### src/design/mkp_pkg.sv
// Package for the matrix keypad long-press block: register indexes, reset
// values, shared structs and the one-low-line nibble decoder.
// No dependencies.
package mkp_pkg;

  localparam int unsigned CountW = 8;
  localparam int unsigned CodeW  = 5;
  localparam int unsigned KeyW   = 6;
  localparam int unsigned IdxW   = 2;

  localparam logic [IdxW-1:0] CFG_DEBOUNCE = 2'd0;
  localparam logic [IdxW-1:0] CFG_SHORT    = 2'd1;
  localparam logic [IdxW-1:0] CFG_REPEAT   = 2'd2;

  localparam logic [CountW-1:0] DEBOUNCE_RST = 8'd3;
  localparam logic [CountW-1:0] SHORT_RST    = 8'd25;
  localparam logic [CountW-1:0] REPEAT_RST   = 8'd10;

  localparam logic [3:0]        NIB_IDLE  = 4'hF;
  localparam logic [CountW-1:0] COUNT_MAX = 8'hFF;
  localparam logic [KeyW-1:0]   LONG_OFS  = 6'd20;
  localparam logic [CodeW-1:0]  CODE_BASE = 5'd4;

  typedef struct packed {
    logic [CountW-1:0] debounce_ticks;
    logic [CountW-1:0] short_limit;
    logic [CountW-1:0] repeat_ticks;
  } mkp_cfg_t;

  typedef struct packed {
    logic            valid;
    logic [KeyW-1:0] key_code;
    logic            long_press;
  } mkp_res_t;

  typedef struct packed {
    logic       ok;
    logic [1:0] pos;
  } mkp_line_t;

  // Position of the single low line counted from bit 3; ok is clear when
  // the nibble does not have exactly one low line.
  function automatic mkp_line_t single_low(input logic [3:0] nib);
    mkp_line_t r;
    r.ok  = 1'b1;
    r.pos = 2'd0;
    unique case (nib)
      4'h7:    r.pos = 2'd0;
      4'hB:    r.pos = 2'd1;
      4'hD:    r.pos = 2'd2;
      4'hE:    r.pos = 2'd3;
      default: r.ok  = 1'b0;
    endcase
    return r;
  endfunction

endpackage

### src/design/mkp_if.sv
// Channel interfaces of the matrix keypad block: scan ticks in, key codes
// out and register writes. No dependencies.
interface mkp_scan_if;
  logic       valid;
  logic       ready;
  logic [3:0] row_lines;
  logic [3:0] col_lines;
  modport source (output valid, row_lines, col_lines, input ready);
  modport sink   (input valid, row_lines, col_lines, output ready);
endinterface

interface mkp_key_if;
  logic       valid;
  logic       ready;
  logic [5:0] key_code;
  logic       long_press;
  modport source (output valid, key_code, long_press, input ready);
  modport sink   (input valid, key_code, long_press, output ready);
endinterface

interface mkp_cfg_if;
  logic       valid;
  logic       ready;
  logic [1:0] index;
  logic [7:0] data;
  modport source (output valid, index, data, input ready);
  modport sink   (input valid, index, data, output ready);
endinterface

### src/design/matrix_keypad_long_press.sv
// Matrix keypad scanner with debounce, short press, long press and
// auto-repeat for a 4x4 active-low keypad. Each beat on the scan channel is
// one scan tick carrying the row and column nibbles. A key must be seen for
// debounce_ticks ticks before it is taken; releasing it within short_limit
// held ticks gives the short code (4..19), holding it longer gives the long
// code (short plus 20, long_press set) every repeat_ticks ticks. Patterns
// with more or fewer than one low line are ignored at acceptance. Ticks go
// through an input register and combinational state logic into a result
// register, so a tick is taken every cycle and its key code, if any, leaves
// from the result register; only a stalled key channel holds the scan
// channel back. Registers may be written only while the block is idle.
// Depends on mkp_pkg, the interfaces in mkp_if and mkp_fsm.
module matrix_keypad_long_press
  import mkp_pkg::*;
(
  input  logic       clk_i,
  input  logic       rst_ni,
  mkp_scan_if.sink   scan_i,
  mkp_cfg_if.sink    cfg_i,
  mkp_key_if.source  key_o
);

  // Configuration registers, written one beat at a time.
  mkp_cfg_t cfg_q;

  always_ff @(posedge clk_i or negedge rst_ni) begin
    if (!rst_ni) begin
      cfg_q.debounce_ticks <= DEBOUNCE_RST;
      cfg_q.short_limit    <= SHORT_RST;
      cfg_q.repeat_ticks   <= REPEAT_RST;
    end else if (cfg_i.valid) begin
      unique case (cfg_i.index)
        CFG_DEBOUNCE: cfg_q.debounce_ticks <= cfg_i.data;
        CFG_SHORT:    cfg_q.short_limit    <= cfg_i.data;
        CFG_REPEAT:   cfg_q.repeat_ticks   <= cfg_i.data;
        default:      ;
      endcase
    end
  end

  assign cfg_i.ready = 1'b1;

  // Input stage. It moves on whenever the result register is free or is
  // being emptied this cycle, which keeps one tick per cycle flowing.
  logic       in_vld_q;
  logic [3:0] row_q, col_q;
  logic       advance;

  assign advance      = in_vld_q && (!key_o.valid || key_o.ready);
  assign scan_i.ready = !in_vld_q || advance;

  always_ff @(posedge clk_i or negedge rst_ni) begin
    if (!rst_ni) begin
      in_vld_q <= 1'b0;
    end else if (scan_i.ready) begin
      in_vld_q <= scan_i.valid;
    end
  end

  always_ff @(posedge clk_i) begin
    if (scan_i.valid && scan_i.ready) begin
      row_q <= scan_i.row_lines;
      col_q <= scan_i.col_lines;
    end
  end

  // Keypad state logic: the held tick is applied to the state as it leaves
  // the input stage.
  mkp_res_t res;

  mkp_fsm u_fsm (
    .clk_i  (clk_i),
    .rst_ni (rst_ni),
    .step_i (advance),
    .row_i  (row_q),
    .col_i  (col_q),
    .cfg_i  (cfg_q),
    .res_o  (res)
  );

  // Result register.
  logic            out_vld_q;
  logic [KeyW-1:0] code_q;
  logic            long_q;

  always_ff @(posedge clk_i or negedge rst_ni) begin
    if (!rst_ni) begin
      out_vld_q <= 1'b0;
    end else if (advance) begin
      out_vld_q <= res.valid;
    end else if (key_o.ready) begin
      out_vld_q <= 1'b0;
    end
  end

  always_ff @(posedge clk_i) begin
    if (advance && res.valid) begin
      code_q <= res.key_code;
      long_q <= res.long_press;
    end
  end

  assign key_o.valid      = out_vld_q;
  assign key_o.key_code   = code_q;
  assign key_o.long_press = long_q;

endmodule

### src/design/mkp_fsm.sv
// Keypad state: debounce counter, held phase, repeat counter and held code.
// One scan tick is applied per enabled cycle. Depends on mkp_pkg.
module mkp_fsm
  import mkp_pkg::*;
(
  input  logic       clk_i,
  input  logic       rst_ni,
  input  logic       step_i,
  input  logic [3:0] row_i,
  input  logic [3:0] col_i,
  input  mkp_cfg_t   cfg_i,
  output mkp_res_t   res_o
);

  logic              held_q, held_d;
  logic [CountW-1:0] press_q, press_d;
  logic [CountW-1:0] rep_q, rep_d;
  logic [CodeW-1:0]  code_q, code_d;

  mkp_line_t   row_dec, col_dec;
  logic [CountW-1:0] press_inc;
  logic [CodeW-1:0]  new_code;

  assign row_dec   = single_low(row_i);
  assign col_dec   = single_low(col_i);
  assign press_inc = press_q + 1'b1;
  assign new_code  = CODE_BASE + {1'b0, row_dec.pos, 2'b00} + {3'b000, col_dec.pos};

  always_comb begin
    held_d = held_q;
    press_d = press_q;
    rep_d = rep_q;
    code_d = code_q;
    res_o = '0;
    if (!held_q) begin
      press_d = (row_i != NIB_IDLE) ? press_inc : '0;
      if (press_d == cfg_i.debounce_ticks) begin
        press_d = '0;
        if (row_dec.ok && col_dec.ok) begin
          code_d = new_code;
          held_d = 1'b1;
          rep_d  = '0;
        end
      end
    end else if (col_i == NIB_IDLE) begin
      // Release: a short code only if the hold never passed the short limit.
      held_d  = 1'b0;
      press_d = '0;
      rep_d   = '0;
      res_o.valid      = (press_q <= cfg_i.short_limit);
      res_o.key_code   = {1'b0, code_q};
      res_o.long_press = 1'b0;
    end else begin
      if (press_q <= cfg_i.short_limit) begin
        if (press_q != COUNT_MAX) begin
          press_d = press_inc;
        end
      end else begin
        rep_d = rep_q + 1'b1;
      end
      if ((press_d > cfg_i.short_limit) && (rep_d >= cfg_i.repeat_ticks)) begin
        rep_d = '0;
        res_o.valid      = 1'b1;
        res_o.key_code   = {1'b0, code_q} + LONG_OFS;
        res_o.long_press = 1'b1;
      end
    end
    if (!step_i) begin
      res_o.valid = 1'b0;
    end
  end

  always_ff @(posedge clk_i or negedge rst_ni) begin
    if (!rst_ni) begin
      held_q  <= 1'b0;
      press_q <= '0;
      rep_q   <= '0;
      code_q  <= '0;
    end else if (step_i) begin
      held_q  <= held_d;
      press_q <= press_d;
      rep_q   <= rep_d;
      code_q  <= code_d;
    end
  end

endmodule
### src/flat_wrapper.sv
// flat-port wrapper written by rule: the top's interface ports become plain ports
module matrix_keypad_long_press_flat import mkp_pkg::*;
  (clk_i, rst_ni, scan_i_valid, scan_i_row_lines, scan_i_col_lines, scan_i_ready, cfg_i_valid, cfg_i_index, cfg_i_data, cfg_i_ready, key_o_valid, key_o_key_code, key_o_long_press, key_o_ready);
  mkp_scan_if scan_i_i ();
  mkp_cfg_if cfg_i_i ();
  mkp_key_if key_o_i ();
  input  logic clk_i;
  input  logic rst_ni;
  input wire logic [$bits(scan_i_i.valid)-1:0] scan_i_valid;
  input wire logic [$bits(scan_i_i.row_lines)-1:0] scan_i_row_lines;
  input wire logic [$bits(scan_i_i.col_lines)-1:0] scan_i_col_lines;
  output wire logic [$bits(scan_i_i.ready)-1:0] scan_i_ready;
  input wire logic [$bits(cfg_i_i.valid)-1:0] cfg_i_valid;
  input wire logic [$bits(cfg_i_i.index)-1:0] cfg_i_index;
  input wire logic [$bits(cfg_i_i.data)-1:0] cfg_i_data;
  output wire logic [$bits(cfg_i_i.ready)-1:0] cfg_i_ready;
  output wire logic [$bits(key_o_i.valid)-1:0] key_o_valid;
  output wire logic [$bits(key_o_i.key_code)-1:0] key_o_key_code;
  output wire logic [$bits(key_o_i.long_press)-1:0] key_o_long_press;
  input wire logic [$bits(key_o_i.ready)-1:0] key_o_ready;
  assign scan_i_i.valid = scan_i_valid;
  assign scan_i_i.row_lines = scan_i_row_lines;
  assign scan_i_i.col_lines = scan_i_col_lines;
  assign scan_i_ready = scan_i_i.ready;
  assign cfg_i_i.valid = cfg_i_valid;
  assign cfg_i_i.index = cfg_i_index;
  assign cfg_i_i.data = cfg_i_data;
  assign cfg_i_ready = cfg_i_i.ready;
  assign key_o_valid = key_o_i.valid;
  assign key_o_key_code = key_o_i.key_code;
  assign key_o_long_press = key_o_i.long_press;
  assign key_o_i.ready = key_o_ready;
  matrix_keypad_long_press u_core (.clk_i(clk_i), .rst_ni(rst_ni), .scan_i(scan_i_i), .cfg_i(cfg_i_i), .key_o(key_o_i));
endmodule
### config.mk
export PLATFORM = sky130hd
export DESIGN_NAME = matrix_keypad_long_press_flat
export DESIGN_NICKNAME = d
export VERILOG_FILES = /design/src/design/mkp_pkg.sv /design/src/design/mkp_if.sv /design/src/design/matrix_keypad_long_press.sv /design/src/design/mkp_fsm.sv /design/src/flat_wrapper.sv
export SDC_FILE = /design/constraint.sdc
export NUM_CORES = 1
export LEC_CHECK = 0
export BUFFER_PORTS_ARGS = -buffer_cell sky130_fd_sc_hd__buf_2
export CAP_MARGIN = 5
export CORE_MARGIN = 2
export CORE_UTILIZATION = 61
export DETAILED_ROUTE_END_ITERATION = 8
export PLACE_DENSITY = 0.85
export SLEW_MARGIN = 20
export SYNTH_ARGS = -nofsm -noshare
export SYNTH_HDL_FRONTEND = slang
export SYNTH_SLANG_ARGS = --single-unit
### constraint.sdc
create_clock -name clk_i -period 4.8 [get_ports clk_i]
set_input_delay 0.96 -clock clk_i [delete_from_list [all_inputs] [get_ports clk_i]]
set_output_delay 0.96 -clock clk_i [all_outputs]
set_load 0.005 [all_outputs]
* Word-level counts from Yosys, hierarchy flattened
Cells that the tools add are included.
** Word-level totals
- Bits in registers :: 63
- Input bits :: 23
- Logic and storage cells :: 90
- Output and inout bits :: 10
** Cells by class
- Eq/ne operators :: 14
- Add/sub/neg operators :: 5
- Reduce and logical (&&, ||, !) cells :: 22
- Order comparisons :: 3
- Mux-type cells :: 30
- Bitwise logic cells :: 2
** Operators with widths (count)
- 8-bit two-way mux :: 19
- 4-bit == test, second input constant :: 7
- 8-bit by 1-bit adder with 8-bit output, second input constant :: 2
- 2-bit case mux with 3 select lines :: 2
- 1-bit two-way mux :: 9
- 4-bit by 3-bit == test with 1-bit output, second input constant :: 2
- 8-bit == test :: 1
- 8-bit greater-or-equal comparator :: 1
- 8-bit > comparator :: 1
- 8-bit <= comparator :: 1
- 8-bit != test, second input constant :: 1
- 4-bit OR reduction :: 2
- 5-bit by 5-bit adder with 6-bit output, second input constant :: 1
- 2-bit AND reduction :: 3
- 2-bit nonzero test :: 3
- 3-bit by 4-bit adder with 5-bit output, first input constant :: 1
- 5-bit by 2-bit adder with 5-bit output :: 1
- 1-bit logical AND :: 5
- 4-bit != test, second input constant :: 1
- 4-bit AND reduction :: 1
- 3-bit AND reduction :: 1
- 3-bit OR reduction :: 1
- 2-bit by 1-bit == test with 1-bit output, second input constant :: 1
- 2-bit == test, second input constant :: 1
- other kinds (5) :: 8

* Depth between registers and ports, before layout
- Depth in word-level cells :: 12
- Mapped depth :: 20
- Depth with buffers taken out :: 18

* Hierarchy
Synthesis repeated with hierarchy kept, for this count alone.
** Unflattened totals
- Cells, all modules :: 410
- Area, all modules :: 4210.3 um^2
** By module, submodules not included
- mkp_fsm :: times used 1, seq. area each 550.5 um^2, area an instance 2731.4 um^2, cells each 332
- matrix_keypad_long_press :: times used 1, seq. area each 1109.8 um^2, area an instance 1478.9 um^2, cells each 78

* Worst setup path before layout
Ideal clock, no wire load.
- Path type :: register to register
- Start :: register u_core.cfg_q[12] (netlist bit)
- End :: register u_core.code_q[0], in the netlist u_core.key_o.key_code[0], enable pin
- Arrival :: 3.731 ns
- Stages on the path, launching flop included :: 18
- Buffers on the path :: 2
- Period minus slack after synthesis :: 4.091 ns
- Setup time :: 0.360 ns
- Data required time :: 4.440 ns
- Setup slack :: 0.709 ns
- Cell sequence :: dfstp_2 inv_1 ha_1 and4_1 nand2_2 and2_1 a31o_2 buf_2 nor3_1 mux2_2 ha_1 nand4_1 a21oi_1 o211ai_1 clkbuf_1 nor2_1 a21oi_1 nor2_1
** On the way
- Cells in the longest elaborated chain, start to end :: 11
- Elaborated cells between the ends (all ways) :: 15
- Classes of those cells :: order compare (3); mux (10); reduce/logical (2)
** RTL lines
- from (decl) :: RTL line matrix_keypad_long_press.sv:24 : mkp_cfg_t cfg_q;
- 8-bit <= comparator :: RTL line mkp_fsm.sv:50, mkp_fsm.sv:54
- 8-bit two-way mux :: RTL line mkp_fsm.sv:54 : if (press_q <= cfg_i.short_limit) begin
- 8-bit two-way mux :: RTL line mkp_fsm.sv:45 : end else if (col_i == NIB_IDLE) begin
- 8-bit two-way mux :: RTL line mkp_fsm.sv:35 : if (!held_q) begin
- 8-bit > comparator or 8-bit greater-or-equal comparator (tied branches) :: RTL line mkp_fsm.sv:61 : if ((press_d > cfg_i.short_limit) && (rep_d >= cfg_i.repeat_ticks)) begin
- 1-bit logical AND :: RTL line mkp_fsm.sv:61
- 8-bit two-way mux :: RTL line mkp_fsm.sv:61
- 8-bit two-way mux (*) :: RTL line mkp_fsm.sv:45
- 8-bit two-way mux (*) :: RTL line mkp_fsm.sv:35
- 1-bit two-way mux (*) :: RTL line mkp_fsm.sv:68 : if (!step_i) begin
- 1-bit logical AND (*) :: RTL line matrix_keypad_long_press.sv:97 : if (advance && res.valid) begin
- to (signal assigned) :: RTL line matrix_keypad_long_press.sv:98 : code_q <= res.key_code;
- to (decl) :: RTL line matrix_keypad_long_press.sv:83 : logic [KeyW-1:0] code_q;
Mark *: on every way between the ends. The rest lies on a longest branch, timed or not. The select of a mux whose other input is x is not followed.
A chain may end at the register's enable or synchronous reset.

* Final worst setup path
- Start :: register u_core.u_fsm.press_q[6]
- End :: register u_core.code_q[3], in the netlist u_core.key_o.key_code[3], enable pin
** On the way
- Cells in the longest elaborated chain, start to end :: 12
- Elaborated cells between the ends (all ways) :: 18
- Classes of those cells :: add/sub (1); order compare (3); eq/ne (1); mux (11); reduce/logical (2)
** RTL lines
- from (decl) :: RTL line mkp_fsm.sv:16 : logic [CountW-1:0] press_q, press_d;
- from (signal assigned) :: RTL line mkp_fsm.sv:81 : press_q <= press_d;
- 8-bit by 1-bit adder with 8-bit output or 8-bit != test (tied branches) :: RTL line mkp_fsm.sv:26, mkp_fsm.sv:55
- 8-bit two-way mux :: RTL line mkp_fsm.sv:55 : if (press_q != COUNT_MAX) begin
- 8-bit two-way mux :: RTL line mkp_fsm.sv:54
- 8-bit two-way mux :: RTL line mkp_fsm.sv:45
- 8-bit two-way mux :: RTL line mkp_fsm.sv:35
- 8-bit > comparator :: RTL line mkp_fsm.sv:61
- 1-bit logical AND :: RTL line mkp_fsm.sv:61
- 8-bit two-way mux :: RTL line mkp_fsm.sv:61
- 8-bit two-way mux (*) :: RTL line mkp_fsm.sv:45
- 8-bit two-way mux (*) :: RTL line mkp_fsm.sv:35
- 1-bit two-way mux (*) :: RTL line mkp_fsm.sv:68
- 1-bit logical AND (*) :: RTL line matrix_keypad_long_press.sv:97
Marked as above.

==> results.ini <==
[clock_tree]
clockRootBuffer=clkbuf_8
cts_tree=done
insertion_delay_ns=0.36
cts_made_buffers=9
path_clk_slew_ns=0.07
clock_path_buffers=2
htree_levels=3
clock-sinks=63

[worst_hold_path]
min-delay-start=u_core.cfg_q[7]
min_to=u_core.cfg_q[7]
whs_path_depth=1
holdCritPathClass=reg -> reg

[timing]
timing.final.ws_setup_ns=0.391
setup_tns_ns=0
holdWs_ns=0.508
max_freq_mhz=227
slew_violations=0
final.min_clock_period_ns=4.41
rsz0062_at_grt=false
maxSlewHeadroom=0.556
setup_viol=0
worst_slew_pin_slew_ns=0.663
hold_violations=0
post-route-period-util=0.919
finalClockSkew_ns=0.00799

[logic_synthesis]
synth-seq-area-share=0.400
yosysMostFrequentCell=dfrtp_1
ys_ff_latch=63
synth_top_cell_area_share=0.247
synth.distinct_cells=63
syn_area_per_cell_um2=10.1
yosysTopAreaCell=dfrtp_1
synthFlopType=dfrtp_1
synth_area_leaders=dfrtp_1 (25%), edfxtp_1 (11%), ha_1 (8.4%)
syn_nets=463
synth_edf_count=15
async_flop_share=0.762
synthTopCellsByCount=dfrtp_1 (41), nand2_1 (36), ha_1 (28), mux2_2 (28), a21oi_1 (27)
syn-cell-area_um2=4150
synth_warnings=0
synth_cells=412

[cells_and_area]
multi_input_area_um2=2290
area_growth_pct=9.43
n_fill_cell=537
layout.nets=495
design_area_um2=4540
diodes=0
drive_gt1_frac=0.234
seq_area_um2=1660

[setup_path]
rrSetupSlack_ns=0.39
reg2reg_depth=18
path_max_fanout=11
worstPathArrival_ns=4.51
critical_path_class=reg -> reg
r2r-end=u_core.key_o.key_code[3]
crit_slowest_cell=dfrtp_1
slowest_delay_ns=0.53
end_kind=flip-flop
rr_startpoint=u_core.u_fsm.press_q[6]
cp-start-kind=flip-flop
path_cells=ha_1, and4_1, nand2_2, and2_1, a31o_2, or2_1, nand2_1, nand2_1, ha_1, nor2b_1, o21a_1, o21ai_0, a21oi_1, o211ai_1, buf_4, nor2_1, a21oi_1, nor2_2
worstPathRequired_ns=4.90

[flow_run]
cap_violations=0

[die]
dieArea_um2=7480
io_pins=33
core_area_um2=6680
die_w_um=86.5
rows=30
die_h_um=86.5
start_util=0.621

[global_routing]
grt_max_degree=49
antenna_found_initial=0
grtUsageMet1=0.352
grt_pass1_vias=3341
use_met3=0.0429
grt.overflow.total=0
top_usage_layer=met2
met2_usage=0.469
grt_use_total=0.280
grt_pass1_wl_um=16000

[place]
place_hpwl_um=6930
port_buffers=31
post_dp_cell_area_um2=4340
gp_congestion=0.906
pre_cts_slack_ns=0.309

[route]
via_per_inst=6.27
dr.pass1.iters=5
antenna_left=0
first_iter_violations=216
drc=0
wl_um=9520
wire_per_inst_um=18.0
vias=3319

[power]
leakagePower_nw=2.01
irDropWorstVdd_mv=0.234
p_per_area_nw_per_um2=383

[run_status]
status=finished clean

==> worst max-delay path: cells and delay by family (launching register included) <==
| family | cells | cell delay [ns] |
|---|---|---|
| buffers and inverters | 1 | 0.18 |
| adders and majority gates | 2 | 0.67 |
| AOI/OAI and AO/OA | 6 | 1.30 |
| and+or+nand+nor | 9 | 1.45 |
| DFF | 1 | 0.53 |
==> placed cells by master (no fill, tap or decap), drive strengths merged, types with 15 or more instances in the layout <==
cell type	Yosys	routed
edfxtp	15	15
xnor2	18	18
o21ai	20	20
dfrtp	41	41
mux2	28	28
nand2	37	37
buf	12	40
ha	28	28
nor2	17	17
a21oi	27	27
inv	23	23
==> kinds of logic (layout without fill, tap and decap cells) <==
| logic type | after synthesis | in the layout | synth area share |
|---|---|---|---|
| flops | 63 | 63 | 0.400 |
| fa+ha+maj | 28 | 28 | 0.0844 |
| compound gates | 87 | 87 | 0.144 |
| buf+inv | 42 | 79 | 0.0506 |
| other cells | 1 | 1 | 0.000903 |
| xor+xnor | 29 | 29 | 0.0645 |
| simple gates | 133 | 133 | 0.178 |
| mux | 29 | 29 | 0.0784 |
==> registers in the layout, summed over array words and instances, names as in the netlist <==
name	count
u_core.row_q	4
u_core.cfg_q	24
u_core.u_fsm.code_q	5
u_core.u_fsm.press_q	8
u_core.key_o.key_code	6
u_core.in_vld_q	1
u_core.key_o.valid	1
u_core.u_fsm.rep_q	8
u_core.col_q	4
u_core.key_o.long_press	1
u_core.u_fsm.held_q	1
==> layout make-up <==
type / count / share of cell area
clock inverters: 5 / 0.00716
multi-input cells: 307 / 0.504
flip-flops and latches: 63 / 0.365
inverters: 23 / 0.0190
repair buffers: 40 / 0.0490
well taps: 80 / 0.0220
clock buffers: 11 / 0.0336
==> power breakdown <==
group	switching (W)	internal (W)	total (W)
Clock	0.000224	0.000217	0.000440
Sequential	0.0000925	0.000627	0.000720
Combinational	0.000315	0.000265	0.000580
==> worst max-delay path by stage <==
stage                             from                       end  slack, ns
2_1_floorplan         u_core.cfg_q[12]  u_core.key_o.key_code[0]       0.71
3_3_place_gp   u_core.u_fsm.press_q[5]  u_core.key_o.key_code[1]       0.50
3_5_place_dp   u_core.u_fsm.press_q[5]  u_core.key_o.key_code[2]       0.31
4_1_cts        u_core.u_fsm.press_q[5]  u_core.key_o.key_code[3]       0.29
5_1_grt               u_core.cfg_q[11]  u_core.key_o.key_code[2]       0.18
6_report       u_core.u_fsm.press_q[6]  u_core.key_o.key_code[3]       0.39
==> per-layer routing <==
layer	wire (um)	share of wire
met2	4760	0.50
met4	337	0.035
met1	3930	0.41
met3	495	0.052
met5	0	0
==> metrics by stage <==
step	util	instances	total power (W)
after floorplan	-	412	0.00114
after global placement	0.649	511	0.00125
after detailed placement	0.649	511	0.00129
after CTS	0.677	527	0.00173
after global routing	0.680	529	0.00184
final	0.680	529	0.00174
==> repair_timing <==
item                                   CTS  global route
buffers inserted                         0             2
endpoints found under the hold margin    0             0
resized for setup                        0             1
hold buffers                             0             0
setup endpoints to repair                0             9
Note: power is estimated with default switching activity, not from simulation.
